File: config.mk
export PLATFORM = sky130hd
export DESIGN_NAME = gps_sentence_framer_checker_core_flat
export DESIGN_NICKNAME = d
export VERILOG_FILES = /design/src/hw/rtl/gsfc_pkg.sv /design/src/hw/rtl/gsfc_if.sv /design/src/hw/rtl/gsfc_in_stage.sv /design/src/hw/rtl/gsfc_framer.sv /design/src/hw/rtl/gsfc_out_stage.sv /design/src/hw/rtl/gps_sentence_framer_checker_core.sv /design/src/flat_wrapper.sv
export VERILOG_INCLUDE_DIRS = /design/src /design/src/hw/rtl
export SDC_FILE = /design/constraint.sdc
export NUM_CORES = 1
export LEC_CHECK = 0
export CAP_MARGIN = 5
export CORE_MARGIN = 2
export CORE_UTILIZATION = 60
export DETAILED_ROUTE_END_ITERATION = 7
export DONT_BUFFER_PORTS = 1
export PLACE_DENSITY_LB_ADDON = 0.3
export SLEW_MARGIN = 20
export SYNTH_ARGS = -nofsm -noshare
export SYNTH_HDL_FRONTEND = slang
export SYNTH_SLANG_ARGS = --single-unit
File: constraint.sdc
create_clock -name i_clk -period 6.5 [get_ports i_clk]
set_clock_uncertainty 0.2 [all_clocks]
set_input_delay 0 -clock i_clk [delete_from_list [all_inputs] [get_ports i_clk]]
set_output_delay 0 -clock i_clk [all_outputs]
set_load 0.05 [all_outputs]
File: src/hw/rtl/gps_sentence_framer_checker_core_assert.svh
// Assertion macros for the sentence framer checker.
// Each check is one clocked property, disabled while the active-low reset is asserted.
`ifndef GPS_SENTENCE_FRAMER_CHECKER_CORE_ASSERT_SVH
`define GPS_SENTENCE_FRAMER_CHECKER_CORE_ASSERT_SVH

`ifndef SYNTHESIS
// Same-cycle implication
`define GSFC_ASSERT_SAME(lbl, clk, rst_n, ante, cons) \
    lbl: assert property (@(posedge clk) disable iff (!(rst_n)) (ante) |-> (cons)) \
        else $error("same-cycle check failed");
// Next-cycle implication
`define GSFC_ASSERT_NEXT(lbl, clk, rst_n, ante, cons) \
    lbl: assert property (@(posedge clk) disable iff (!(rst_n)) (ante) |=> (cons)) \
        else $error("next-cycle check failed");
`else
`define GSFC_ASSERT_SAME(lbl, clk, rst_n, ante, cons)
`define GSFC_ASSERT_NEXT(lbl, clk, rst_n, ante, cons)
`endif

`endif

File: src/hw/rtl/gsfc_pkg.sv
package gsfc_pkg;

    // Framing phases
    localparam logic [2:0] PH_HUNT = 3'd0;
    localparam logic [2:0] PH_G    = 3'd1;
    localparam logic [2:0] PH_P    = 3'd2;
    localparam logic [2:0] PH_BODY = 3'd3;
    localparam logic [2:0] PH_HEX1 = 3'd4;
    localparam logic [2:0] PH_HEX2 = 3'd5;
    localparam logic [2:0] PH_CR   = 3'd6;
    localparam logic [2:0] PH_LF   = 3'd7;

    // Body length limits
    localparam logic [6:0] MIN_BODY = 7'd5;
    localparam logic [6:0] MAX_BODY = 7'd94;

    // Characters
    localparam logic [7:0] CH_DOLLAR = 8'h24;
    localparam logic [7:0] CH_STAR   = 8'h2A;
    localparam logic [7:0] CH_G      = 8'h47;
    localparam logic [7:0] CH_P      = 8'h50;
    localparam logic [7:0] CH_CR     = 8'h0D;
    localparam logic [7:0] CH_LF     = 8'h0A;

    // Sentence kinds
    localparam logic [2:0] KIND_OTHER = 3'd0;
    localparam logic [2:0] KIND_GGA   = 3'd1;
    localparam logic [2:0] KIND_GSV   = 3'd2;
    localparam logic [2:0] KIND_GLL   = 3'd3;
    localparam logic [2:0] KIND_TXT   = 3'd4;

    localparam logic [23:0] TAG_GGA = 24'h474741;
    localparam logic [23:0] TAG_GSV = 24'h475356;
    localparam logic [23:0] TAG_GLL = 24'h474C4C;
    localparam logic [23:0] TAG_TXT = 24'h545854;

    typedef struct packed {
        logic        checksum_ok;
        logic [2:0]  sentence_kind;
        logic [6:0]  body_length;
        logic [7:0]  computed_checksum;
        logic [7:0]  received_checksum;
        logic [31:0] sentence_count;
    } t_result;

    typedef struct packed {
        logic       enable;
        logic [2:0] phase;
    } t_frm_status;

    typedef struct packed {
        logic       valid;
        logic [3:0] value;
    } t_hex;

    function automatic t_hex hex_digit(input logic [7:0] c);
        t_hex h;
        h.valid = 1'b1;
        h.value = 4'd0;
        if (c >= 8'h30 && c <= 8'h39) begin
            h.value = c[3:0];
        end else if ((c >= 8'h61 && c <= 8'h66) || (c >= 8'h41 && c <= 8'h46)) begin
            h.value = c[3:0] + 4'd9;
        end else begin
            h.valid = 1'b0;
        end
        return h;
    endfunction

    function automatic logic [2:0] kind_of(input logic [23:0] letters);
        logic [2:0] k;
        k = KIND_OTHER;
        if (letters == TAG_GGA) k = KIND_GGA;
        else if (letters == TAG_GSV) k = KIND_GSV;
        else if (letters == TAG_GLL) k = KIND_GLL;
        else if (letters == TAG_TXT) k = KIND_TXT;
        return k;
    endfunction

endpackage

File: src/hw/rtl/gsfc_if.sv
// Received character channel
interface gsfc_byte_if;
    logic       valid;
    logic       ready;
    logic [7:0] rx_byte;

    modport source (output valid, output rx_byte, input ready);
    modport sink (input valid, input rx_byte, output ready);
endinterface

// Sentence report channel
interface gsfc_result_if;
    logic        valid;
    logic        ready;
    logic        checksum_ok;
    logic [2:0]  sentence_kind;
    logic [6:0]  body_length;
    logic [7:0]  computed_checksum;
    logic [7:0]  received_checksum;
    logic [31:0] sentence_count;

    modport source (
        output valid, output checksum_ok, output sentence_kind, output body_length,
        output computed_checksum, output received_checksum, output sentence_count,
        input ready
    );
    modport sink (
        input valid, input checksum_ok, input sentence_kind, input body_length,
        input computed_checksum, input received_checksum, input sentence_count,
        output ready
    );
endinterface

File: src/hw/rtl/gsfc_in_stage.sv
module gsfc_in_stage
    import gsfc_pkg::*;
(
    input  logic       i_clk,
    input  logic       i_rst_n,
    input  logic       i_valid,
    input  logic [7:0] i_byte,
    output logic       o_ready,
    output logic       o_valid,
    output logic [7:0] o_byte,
    input  logic       i_take
);

    logic       r_valid;
    logic [7:0] r_byte;

    // Accept when empty or when the held character leaves this cycle
    assign o_ready = !r_valid || i_take;
    assign o_valid = r_valid;
    assign o_byte  = r_byte;

    // Hold one character
    always_ff @(posedge i_clk) begin
        if (!i_rst_n) begin
            r_valid <= 1'b0;
        end else if (o_ready) begin
            r_valid <= i_valid;
        end
    end

    always_ff @(posedge i_clk) begin
        if (o_ready && i_valid) begin
            r_byte <= i_byte;
        end
    end

endmodule

File: src/hw/rtl/gsfc_framer.sv
module gsfc_framer
    import gsfc_pkg::*;
(
    input  logic        i_clk,
    input  logic        i_rst_n,
    input  logic        i_cfg_we,
    input  logic        i_cfg_wdata,
    input  logic        i_fire,
    input  logic [7:0]  i_byte,
    output logic        o_res_valid,
    output t_result     o_res,
    output t_frm_status o_status
);

    logic        r_enable;
    logic [2:0]  r_phase;
    logic [6:0]  r_body_count;
    logic [7:0]  r_xor;
    logic [7:0]  r_hex;
    logic [23:0] r_letters;
    logic [31:0] r_frames;

    logic        n_enable;
    logic [2:0]  n_phase;
    logic [6:0]  n_body_count;
    logic [7:0]  n_xor;
    logic [7:0]  n_hex;
    logic [23:0] n_letters;
    logic [31:0] n_frames;
    logic        res_valid;
    t_hex        dig;
    logic [31:0] frames_inc;

    assign dig        = hex_digit(i_byte);
    assign frames_inc = r_frames + 32'd1;

    // Advance framing by one character
    always_comb begin
        n_enable     = r_enable;
        n_phase      = r_phase;
        n_body_count = r_body_count;
        n_xor        = r_xor;
        n_hex        = r_hex;
        n_letters    = r_letters;
        n_frames     = r_frames;
        res_valid    = 1'b0;

        if (i_fire) begin
            priority if (!r_enable) begin
                n_frames = '0;
                n_phase  = PH_HUNT;
            end else if (i_byte == CH_DOLLAR) begin
                n_phase      = PH_G;
                n_body_count = '0;
                n_xor        = '0;
                n_hex        = '0;
                n_letters    = '0;
            end else begin
                unique case (r_phase)
                    PH_G, PH_P: begin
                        if (i_byte == ((r_phase == PH_G) ? CH_G : CH_P)) begin
                            n_xor   = r_xor ^ i_byte;
                            n_phase = r_phase + 3'd1;
                        end else begin
                            n_phase = PH_HUNT;
                        end
                    end
                    PH_BODY: begin
                        priority if (i_byte == CH_STAR) begin
                            n_phase = (r_body_count >= MIN_BODY) ? PH_HEX1 : PH_HUNT;
                        end else if (i_byte == CH_CR || i_byte == CH_LF
                                     || r_body_count >= MAX_BODY) begin
                            n_phase = PH_HUNT;
                        end else begin
                            n_xor = r_xor ^ i_byte;
                            if (r_body_count < 7'd3) begin
                                n_letters = {r_letters[15:0], i_byte};
                            end
                            n_body_count = r_body_count + 7'd1;
                        end
                    end
                    PH_HEX1, PH_HEX2: begin
                        if (!dig.valid) begin
                            n_phase = PH_HUNT;
                        end else begin
                            n_hex   = {r_hex[3:0], dig.value};
                            n_phase = r_phase + 3'd1;
                        end
                    end
                    PH_CR: begin
                        n_phase = (i_byte == CH_CR) ? PH_LF : PH_HUNT;
                    end
                    PH_LF: begin
                        n_phase = PH_HUNT;
                        if (i_byte == CH_LF) begin
                            n_frames  = frames_inc;
                            res_valid = 1'b1;
                        end
                    end
                    default: begin
                        n_phase = PH_HUNT;
                    end
                endcase
            end
        end

        // Register write; disabling drops framing and clears the count
        if (i_cfg_we) begin
            n_enable = i_cfg_wdata;
            if (!i_cfg_wdata) begin
                n_frames = '0;
                n_phase  = PH_HUNT;
            end
        end
    end

    // Build the report from the finished frame
    assign o_res_valid             = res_valid;
    assign o_res.checksum_ok       = (r_xor == r_hex);
    assign o_res.sentence_kind     = kind_of(r_letters);
    assign o_res.body_length       = r_body_count;
    assign o_res.computed_checksum = r_xor;
    assign o_res.received_checksum = r_hex;
    assign o_res.sentence_count    = frames_inc;

    assign o_status.enable = r_enable;
    assign o_status.phase  = r_phase;

    always_ff @(posedge i_clk) begin
        if (!i_rst_n) begin
            r_enable     <= 1'b0;
            r_phase      <= PH_HUNT;
            r_body_count <= '0;
            r_xor        <= '0;
            r_hex        <= '0;
            r_letters    <= '0;
            r_frames     <= '0;
        end else begin
            r_enable     <= n_enable;
            r_phase      <= n_phase;
            r_body_count <= n_body_count;
            r_xor        <= n_xor;
            r_hex        <= n_hex;
            r_letters    <= n_letters;
            r_frames     <= n_frames;
        end
    end

endmodule

File: src/hw/rtl/gsfc_out_stage.sv
module gsfc_out_stage
    import gsfc_pkg::*;
(
    input  logic    i_clk,
    input  logic    i_rst_n,
    input  logic    i_valid,
    input  t_result i_data,
    output logic    o_ready,
    output logic    o_valid,
    output t_result o_data,
    input  logic    i_ready
);

    logic    r_main_valid;
    logic    r_skid_valid;
    t_result r_main;
    t_result r_skid;
    logic    take;
    logic    pop;

    // Ready comes from a register only, so the sink's stall does not reach upstream
    assign o_ready = !r_skid_valid;
    assign o_valid = r_main_valid;
    assign o_data  = r_main;
    assign take    = i_valid && o_ready;
    assign pop     = r_main_valid && i_ready;

    // Track occupancy of main and skid entries
    always_ff @(posedge i_clk) begin
        if (!i_rst_n) begin
            r_main_valid <= 1'b0;
            r_skid_valid <= 1'b0;
        end else if (pop) begin
            if (r_skid_valid) begin
                r_skid_valid <= 1'b0;
            end else begin
                r_main_valid <= take;
            end
        end else if (take) begin
            if (r_main_valid) begin
                r_skid_valid <= 1'b1;
            end else begin
                r_main_valid <= 1'b1;
            end
        end
    end

    // Move payloads
    always_ff @(posedge i_clk) begin
        if (pop && r_skid_valid) begin
            r_main <= r_skid;
        end else if (take && (pop || !r_main_valid)) begin
            r_main <= i_data;
        end
        if (take && r_main_valid && !pop) begin
            r_skid <= i_data;
        end
    end

endmodule

File: src/hw/rtl/gps_sentence_framer_checker_core.sv
// GPS sentence framer and checker.
// i_rx carries one received character per transaction (valid/ready). Each
// complete "$GP<body>*hh<CR><LF>" frame yields one transaction on o_res with
// the checksum result, sentence kind, body length, both checksums and the
// running sentence count; all other characters yield nothing.
// i_cfg_we/i_cfg_wdata write parse_enable; write it only while idle.
// Writing 0 returns the framer to hunting for '$' and clears the count.
// Throughput: one character per cycle while the output stage has room. A
// character is held in the input register, then the framer updates its
// state and loads the report into the output register.
// Reset (synchronous, active low) disables parsing, empties both stages and
// clears the framing state and the count.
// When o_res is stalled, the two-entry output stage absorbs one more report;
// i_rx.ready drops only once both entries are full, and no report is lost.
module gps_sentence_framer_checker_core
    import gsfc_pkg::*;
(
    input  logic          i_clk,
    input  logic          i_rst_n,
    input  logic          i_cfg_we,
    input  logic          i_cfg_wdata,
    gsfc_byte_if.sink     i_rx,
    gsfc_result_if.source o_res
);

`include "gps_sentence_framer_checker_core_assert.svh"

    logic        in_valid;
    logic [7:0]  in_byte;
    logic        out_ready;
    logic        fire;
    logic        frm_res_valid;
    t_result     frm_res;
    t_frm_status frm_status;
    t_result     res_data;

    // Consume a held character whenever the output stage has room
    assign fire = in_valid && out_ready;

    gsfc_in_stage u_in_stage (
        .i_clk   (i_clk),
        .i_rst_n (i_rst_n),
        .i_valid (i_rx.valid),
        .i_byte  (i_rx.rx_byte),
        .o_ready (i_rx.ready),
        .o_valid (in_valid),
        .o_byte  (in_byte),
        .i_take  (out_ready)
    );

    gsfc_framer u_framer (
        .i_clk       (i_clk),
        .i_rst_n     (i_rst_n),
        .i_cfg_we    (i_cfg_we),
        .i_cfg_wdata (i_cfg_wdata),
        .i_fire      (fire),
        .i_byte      (in_byte),
        .o_res_valid (frm_res_valid),
        .o_res       (frm_res),
        .o_status    (frm_status)
    );

    gsfc_out_stage u_out_stage (
        .i_clk   (i_clk),
        .i_rst_n (i_rst_n),
        .i_valid (frm_res_valid),
        .i_data  (frm_res),
        .o_ready (out_ready),
        .o_valid (o_res.valid),
        .o_data  (res_data),
        .i_ready (o_res.ready)
    );

    // Drive the report fields
    assign o_res.checksum_ok       = res_data.checksum_ok;
    assign o_res.sentence_kind     = res_data.sentence_kind;
    assign o_res.body_length       = res_data.body_length;
    assign o_res.computed_checksum = res_data.computed_checksum;
    assign o_res.received_checksum = res_data.received_checksum;
    assign o_res.sentence_count    = res_data.sentence_count;

    // Reports only come from an enabled framer
    `GSFC_ASSERT_SAME(a_report_needs_enable, i_clk, i_rst_n, frm_res_valid, frm_status.enable)
    // Reported body length stays within the framing limits
    `GSFC_ASSERT_SAME(a_report_length, i_clk, i_rst_n, frm_res_valid, (frm_res.body_length >= MIN_BODY && frm_res.body_length <= MAX_BODY))
    // Disabling drops back to hunting
    `GSFC_ASSERT_NEXT(a_disable_hunts, i_clk, i_rst_n, (i_cfg_we && !i_cfg_wdata), (frm_status.phase == PH_HUNT && !frm_status.enable))

endmodule
File: src/flat_wrapper.sv
// flat-port wrapper written by rule: the top's interface ports become plain ports
module gps_sentence_framer_checker_core_flat import gsfc_pkg::*;
  (i_clk, i_rst_n, i_cfg_we, i_cfg_wdata, i_rx_valid, i_rx_rx_byte, i_rx_ready, o_res_valid, o_res_checksum_ok, o_res_sentence_kind, o_res_body_length, o_res_computed_checksum, o_res_received_checksum, o_res_sentence_count, o_res_ready);
  gsfc_byte_if i_rx_i ();
  gsfc_result_if o_res_i ();
  input  logic i_clk;
  input  logic i_rst_n;
  input  logic i_cfg_we;
  input  logic i_cfg_wdata;
  input wire logic [$bits(i_rx_i.valid)-1:0] i_rx_valid;
  input wire logic [$bits(i_rx_i.rx_byte)-1:0] i_rx_rx_byte;
  output wire logic [$bits(i_rx_i.ready)-1:0] i_rx_ready;
  output wire logic [$bits(o_res_i.valid)-1:0] o_res_valid;
  output wire logic [$bits(o_res_i.checksum_ok)-1:0] o_res_checksum_ok;
  output wire logic [$bits(o_res_i.sentence_kind)-1:0] o_res_sentence_kind;
  output wire logic [$bits(o_res_i.body_length)-1:0] o_res_body_length;
  output wire logic [$bits(o_res_i.computed_checksum)-1:0] o_res_computed_checksum;
  output wire logic [$bits(o_res_i.received_checksum)-1:0] o_res_received_checksum;
  output wire logic [$bits(o_res_i.sentence_count)-1:0] o_res_sentence_count;
  input wire logic [$bits(o_res_i.ready)-1:0] o_res_ready;
  assign i_rx_i.valid = i_rx_valid;
  assign i_rx_i.rx_byte = i_rx_rx_byte;
  assign i_rx_ready = i_rx_i.ready;
  assign o_res_valid = o_res_i.valid;
  assign o_res_checksum_ok = o_res_i.checksum_ok;
  assign o_res_sentence_kind = o_res_i.sentence_kind;
  assign o_res_body_length = o_res_i.body_length;
  assign o_res_computed_checksum = o_res_i.computed_checksum;
  assign o_res_received_checksum = o_res_i.received_checksum;
  assign o_res_sentence_count = o_res_i.sentence_count;
  assign o_res_i.ready = o_res_ready;
  gps_sentence_framer_checker_core u_core (.i_clk(i_clk), .i_rst_n(i_rst_n), .i_cfg_we(i_cfg_we), .i_cfg_wdata(i_cfg_wdata), .i_rx(i_rx_i), .o_res(o_res_i));
endmodule
==> results.yml, run 1 <==
routing:
  first_pass_iters: 5
  via_per_inst: 5.94
  routedWlPerCell_um: 18.5
  drt_iter0_drc: 396
  post-route-drc-count: 0
  postRouteAntennaNets: 0
  via_count: 6288
  wirelength_mm: 19.6
min_path:
  worstHoldPathType: "in2reg"
  hold_path_end: "u_core.u_framer.r_frames[1]"
  hp-start: "i_cfg_wdata"
  min_path_cells: 4
synthesis:
  yosys.area.top_type: "edfxtp_1"
  synthTopCellsByArea: "edfxtp_1 40%, dfxtp_1 18%, mux2_2 7.0%, nand2_1 3.3%, xnor2_1 3.1%"
  ys_seq_area_frac: 0.581
  yosys_warnings: 0
  netlist_instances: 817
  ys.flop_type: "edfxtp_1"
  syn_nets: 845
  syn-mean-instance-area_sq_um: 11.6
  synth_area_sq_um: 9480
  synth-async-reset-ratio: 0
  synth_top_area_share: 0.399
  synth_edf_count: 126
  ys_ff_latch: 212
  ys_types: 72
worst_setup_path:
  crit_path_end_kind: "flop"
  r2r_start: "u_core.u_in_stage.o_byte[0]"
  crit_slowest_cell: "a21oi_4"
  rrSetupSlack_ns: 2.73
  critPathKind: "reg2reg"
  cpMostUsedCell: "and3_1"
  cp.buffers_inverters: 2
  start_kind: "flop"
  crit_path_max_incr_delay_ns: 0.70
  worstRegToRegCells: 8
  crit_chain: "inv_1 > ha_1 > nor2b_1 > and3_1 > and3_1 > a21oi_1 > a21oi_4 > buf_4"
  cp.required_ns: 6.44
  crit_arrival_ns: 3.72
  critical-path-top-delay-family: "simple AND/OR/NAND/NOR gates"
  crit_path_max_fanout: 34
  r2r_end: "u_core.u_out_stage.o_data[13]"
global_routing:
  grt_pass1_vias: 6433
  grt_max_degree: 49
  grt_first_pass_wirelength_mm: 32.1
  grt_antenna_before_repair: 0
  grt_util_all_layers: 0.237
  grt_overflow_total: 0
place:
  hpwl_mm: 12.5
  placedCellCount: 993
  postPlaceCellArea_sq_um: 9600
  port_buffers: 0
  place_congestion: 0.854
pwr:
  total_power_mw: 2.79
  p_leak_nw: 3.67
  internal_power_mw: 2.22
  power_density_nw_per_um2: 263
  pwr-share-clk: 0.461
  power_frac_seq: 0.515
  peakVddDrop_mv: 0.223
  power_frac_comb: 0.024
  swShare: 0.204
  power.switching_mw: 0.570
timing:
  setup_viol: 0
  max_freq_mhz: 265
  slew_violations: 0
  worstMarginPinSlew_ns: 0.960
  whs_ns: 0.245
  slew-limit-headroom: 0.360
  fin_setup_tns_ns: 0
  period_needed_ns: 3.77
  rsz0062_at_grt: "false"
  min_period_over_period: 0.581
  hold_viol_final: 0
floorplanning:
  fp.dieArea_sq_um: 16800
  fp.dieH_um: 130
  io_pins: 75
  die_w_um: 130
  floorplan.initialDensity: 0.619
  core_sq_um: 15300
  std_cell_rows: 45
cts:
  path_clk_slew_ns: 0.07
  clock_sinks: 212
  ctsResizeCount: 0
  htreeDepth: 1
  cts-root-buf: "clkbuf_16"
  hold_buffers: 24
  post_cts_buffers: 0
  numCtsBuffers: 23
  clkLatencyLatePin_ns: 0.50
  cts_buffer_depth: 3
  cts_tree: "done"
cells_and_area:
  design_area_sq_um: 10600
  syn2layout_area_growth_pct: 11.8
  final_common_cell: "edfxtp_1"
  drive_gt1_frac: 0.147
  layout_common_cells: "126 x edfxtp_1, 86 x dfxtp_1, 84 x nand2_1, 59 x mux2_2, 51 x nand3_1"
  fill_cells: 1160
  instances_no_fill: 1059
  antenna_cells: 0
  final_net_count: 859
run:
  cap_violations: 0
status:
  outcome: "complete, no violations"
through the flow:
step / setup WS, ns / utilization
floorplan: 1.33 / -
detailed placement: 2.73 / 0.627
CTS: 2.71 / 0.692
global route: 2.41 / 0.692
finish: 2.73 / 0.692
global placement: 2.96 / 0.627
state kept, by name (all words and copies together), names as in the netlist, 3 cells and up:
register and count:
u_core.u_framer.r_body_count 7, u_core.u_framer.r_frames 32, u_core.u_framer.r_hex 8, u_core.u_framer.r_letters 24, u_core.u_framer.r_phase 3, u_core.u_framer.r_xor 8
u_core.u_in_stage.o_byte 8, u_core.u_out_stage.o_data 59, u_core.u_out_stage.r_skid 59
worst reg2reg max path: stages (launching register included):
cell and delay [ns]:
edfxtp_1 0.54, inv_1 0.17, ha_1 0.18, nor2b_1 0.26, and3_1 0.24, and3_1 0.43, a21oi_1 0.13, a21oi_4 0.70
buf_4 0.56
Yosys cell counts, drive strengths merged, types with 11 or more instances:
| cell | count |
|---|---|
| a21oi | 50 |
| and3 | 12 |
| buf | 22 |
| clkbuf | 20 |
| dfxtp | 86 |
| edfxtp | 126 |
| ha | 14 |
| inv | 17 |
| mux2 | 59 |
| nand2 | 84 |
| nand3 | 53 |
| nand4 | 15 |
| nor2 | 49 |
| nor3 | 11 |
| o21ai | 17 |
| or3 | 11 |
| xnor2 | 34 |
| xor2 | 25 |
cell type report:
cell class	count	area, sq um	area share
flip-flops and latches	212	5510	0.519
clock inverters	14	131	0.0124
clock buffers	28	624	0.0589
repair buffers	31	293	0.0276
inverters	17	63.8	0.00602
multi-input cells	546	3720	0.351
well taps	211	264	0.0249
power groups by stage:
stage	clock network, mW	logic (mW)	registers, mW
6_report	1.29	0.0668	1.43
2_1_floorplan	0	0.0466	1.45
5_1_grt	1.36	0.0735	1.43
4_1_cts	1.31	0.0660	1.43
3_3_place_gp	0	0.0516	1.46
3_5_place_dp	0	0.0525	1.46
layer usage:
metal  track usage  part of all wire  vias to the layer above
met5             0                 0                        -
met2         0.431              0.52                      171
met1         0.288              0.42                     3085
li1              -                 -                     3001
met4        0.0689             0.022                        0
met3        0.0438             0.042                       31
cells by family after synthesis:
logic type	Yosys count	share of synthesized area
and+or+nand+nor	286	0.157
DFF	212	0.581
AOI/OAI and AO/OA	124	0.0861
muxes	63	0.0743
xor gates and xnor gates	59	0.0545
buffers and inverters	59	0.0288
adders and majority gates	14	0.0185
how the worst max path moves through the flow:
stage,startpoint,endpoint,slack (ns),depth (start not counted)
floorplan,u_core.u_in_stage.o_byte[0],u_core.u_out_stage.o_data[0],1.33,9
global route,u_core.u_in_stage.o_byte[0],u_core.u_out_stage.o_data[50],2.41,8
CTS,u_core.u_in_stage.o_byte[0],u_core.u_out_stage.o_data[50],2.71,8
detailed placement,u_core.u_in_stage.o_byte[0],u_core.u_out_stage.o_data[16],2.73,8
global placement,u_core.u_in_stage.o_byte[0],u_core.u_out_stage.o_data[55],2.96,8
finish,u_core.u_in_stage.o_byte[0],u_core.u_out_stage.o_data[13],2.73,8
Power figures use the tool's default switching activity.
==> run 2, diff against run 1 <==
Settings changed: CORE_UTILIZATION 60 to 57.
Clock period 6.5 ns to 3.4 ns, I/O delays scaled along.
==> run 2 against run 1 <==
Compared with the run above:
- global-route usage down 1.7 points
- routed wire length down 0.62%
- setup slack worse by 2.1 ns
- non-clock buffer count up 5
- core utilization down 4.2 points
- worst hold slack worse by 0.18 ns
- die area up 5.1%
- maximum frequency up 35%
- sequential power up 92%
- largest cell class unchanged
- largest power group unchanged
- highest routed layer unchanged
==> results.yml, run 2 (synthesis gave the netlist of run 1 again) <==
routing:
  routedWlPerCell_um: 18.1
  via_per_inst: 5.92
  via_count: 6342
  drt_iter0_drc: 377
  postRouteAntennaNets: 0
  wirelength_mm: 19.5
  post-route-drc-count: 0
  first_pass_iters: 5
pwr:
  power_frac_seq: 0.515
  power_density_nw_per_um2: 499
  swShare: 0.198
  power_frac_comb: 0.024
  p_leak_nw: 3.70
  pwr-share-clk: 0.461
  power.switching_mw: 1.06
  peakVddDrop_mv: 0.451
  internal_power_mw: 4.27
min_path:
  worstHoldPathType: "in2reg"
timing:
  max_freq_mhz: 357
  rsz0062_at_grt: "false"
  period_needed_ns: 2.80
  min_period_over_period: 0.823
  hold_viol_final: 0
  fin_ws_ns: 0.601
  fin_setup_tns_ns: 0
  slew_violations: 0
  worstMarginPinSlew_ns: 0.891
  setup_viol: 0
  slew-limit-headroom: 0.405
cts:
  cts-root-buf: "clkbuf_16"
  cts_buffer_depth: 3
  path_clk_slew_ns: 0.06
  cts_tree: "done"
  numCtsBuffers: 22
  htreeDepth: 1
  clock_sinks: 212
  clkLatencyLatePin_ns: 0.50
  post_cts_buffers: 0
worst_setup_path:
  crit_arrival_ns: 2.76
  critPathKind: "reg2reg"
  crit_path_max_fanout: 57
  start_kind: "flop"
  crit_path_end_kind: "flop"
  cp.required_ns: 3.37
cells_and_area:
  instances_no_fill: 1072
  syn2layout_area_growth_pct: 12.6
  final_net_count: 863
  final_common_cell: "edfxtp_1"
  layout_common_cells: "126 x edfxtp_1, 86 x dfxtp_1, 84 x nand2_1, 59 x mux2_2, 51 x nand3_1"
  fill_cells: 1206
  drive_gt1_frac: 0.150
place:
  place_congestion: 0.868
  port_buffers: 0
  hpwl_mm: 12.5
  placedCellCount: 1008
  pre_cts_slack_ns: 0.653
global_routing:
  grt_pass1_vias: 6385
  grt_overflow_total: 0
  grt_max_degree: 58
  grt_first_pass_wirelength_mm: 31.5
  grt_antenna_before_repair: 1
  grt_util_all_layers: 0.220
floorplanning:
  fp.dieArea_sq_um: 17700
  core_sq_um: 16400
  die_w_um: 133
  floorplan.initialDensity: 0.578
  io_pins: 75
  fp.dieH_um: 133
  std_cell_rows: 47
status:
  outcome: "complete, no violations"
run:
  cap_violations: 0
-- run 2: changes by cell type in the layout (fill, tap and decap cells not counted), moves of 2 or more --
cell | before | now
buf_12 | 0 | 2
clkinv_2 | 5 | 2
clkbuf_1 | 2 | 4
buf_4 | 7 | 11
-- run 2: repair_timing --
item | CTS | global route
gates resized for setup | 0 | 0
hold endpoints to repair | 133 | 0
hold buffers | 23 | 0
-- run 2: metrics by stage --
stage                     total power, mW   util  instance area, sq um  hold slack, ns
after global routing                 5.48  0.650                 10700           0.115
after CTS                            5.36  0.650                 10700          0.0338
after detailed placement             2.90  0.590                  9680          -0.101
after global placement               2.89  0.590                  9680          -0.101
after floorplan                      2.87      -                  9490          -0.101
final                                5.33  0.650                 10700          0.0692
-- run 2: cell type report --
class | instances | area [sq um] | area share
Clock inverter | 9 | 97.6 | 0.00915
Clock buffer | 31 | 657 | 0.0616
Antenna cell | 1 | 2.50 | 0.000234
Tap cell | 220 | 275 | 0.0258
Sequential cell | 212 | 5510 | 0.516
Inverter | 17 | 63.8 | 0.00598
Timing Repair Buffer | 36 | 353 | 0.0331
Multi-Input combinational cell | 546 | 3720 | 0.348
-- run 2: path summary, 6_finish.rpt --
check,end,cells past startpoint,slack (ns),startpoint
hold / removal,u_core.u_in_stage.o_valid,3,0.07,i_rx_valid
setup reg to reg,u_core.u_out_stage.o_data[0],8,0.60,u_core.u_in_stage.o_byte[0]
hold reg to reg,u_core.u_framer.r_letters[19],2,0.26,u_core.u_framer.r_letters[19]
setup / recovery,u_core.u_out_stage.o_data[0],8,0.60,u_core.u_in_stage.o_byte[0]
-- run 2: power groups by stage --
stage	clock [mW]	combinational, mW	sequential, mW
floorplan	0	0.0894	2.78
detailed placement	0	0.100	2.80
global placement	0	0.0970	2.80
finish	2.45	0.128	2.74
global route	2.60	0.140	2.74
CTS	2.49	0.125	2.74
-- run 2: per-layer routing --
metal / routed length [um] / up-vias / share of wire / track usage
met2: 9870 / 204 / 0.51 / 0.394
met5: 0 / - / 0 / 0
li1: - / 3012 / - / -
met4: 754 / 0 / 0.039 / 0.0932
met3: 938 / 57 / 0.048 / 0.0410
met1: 7890 / 3069 / 0.41 / 0.259
-- run 2: worst max-delay path: stages, from the launching register on --
cell and delay (ns):
edfxtp_1 0.53, inv_1 0.17, ha_1 0.18, nor2b_1 0.25, and3_1 0.24, and3_1 0.24, a21oi_1 0.09, a21oi_4 0.20
buf_12 0.30
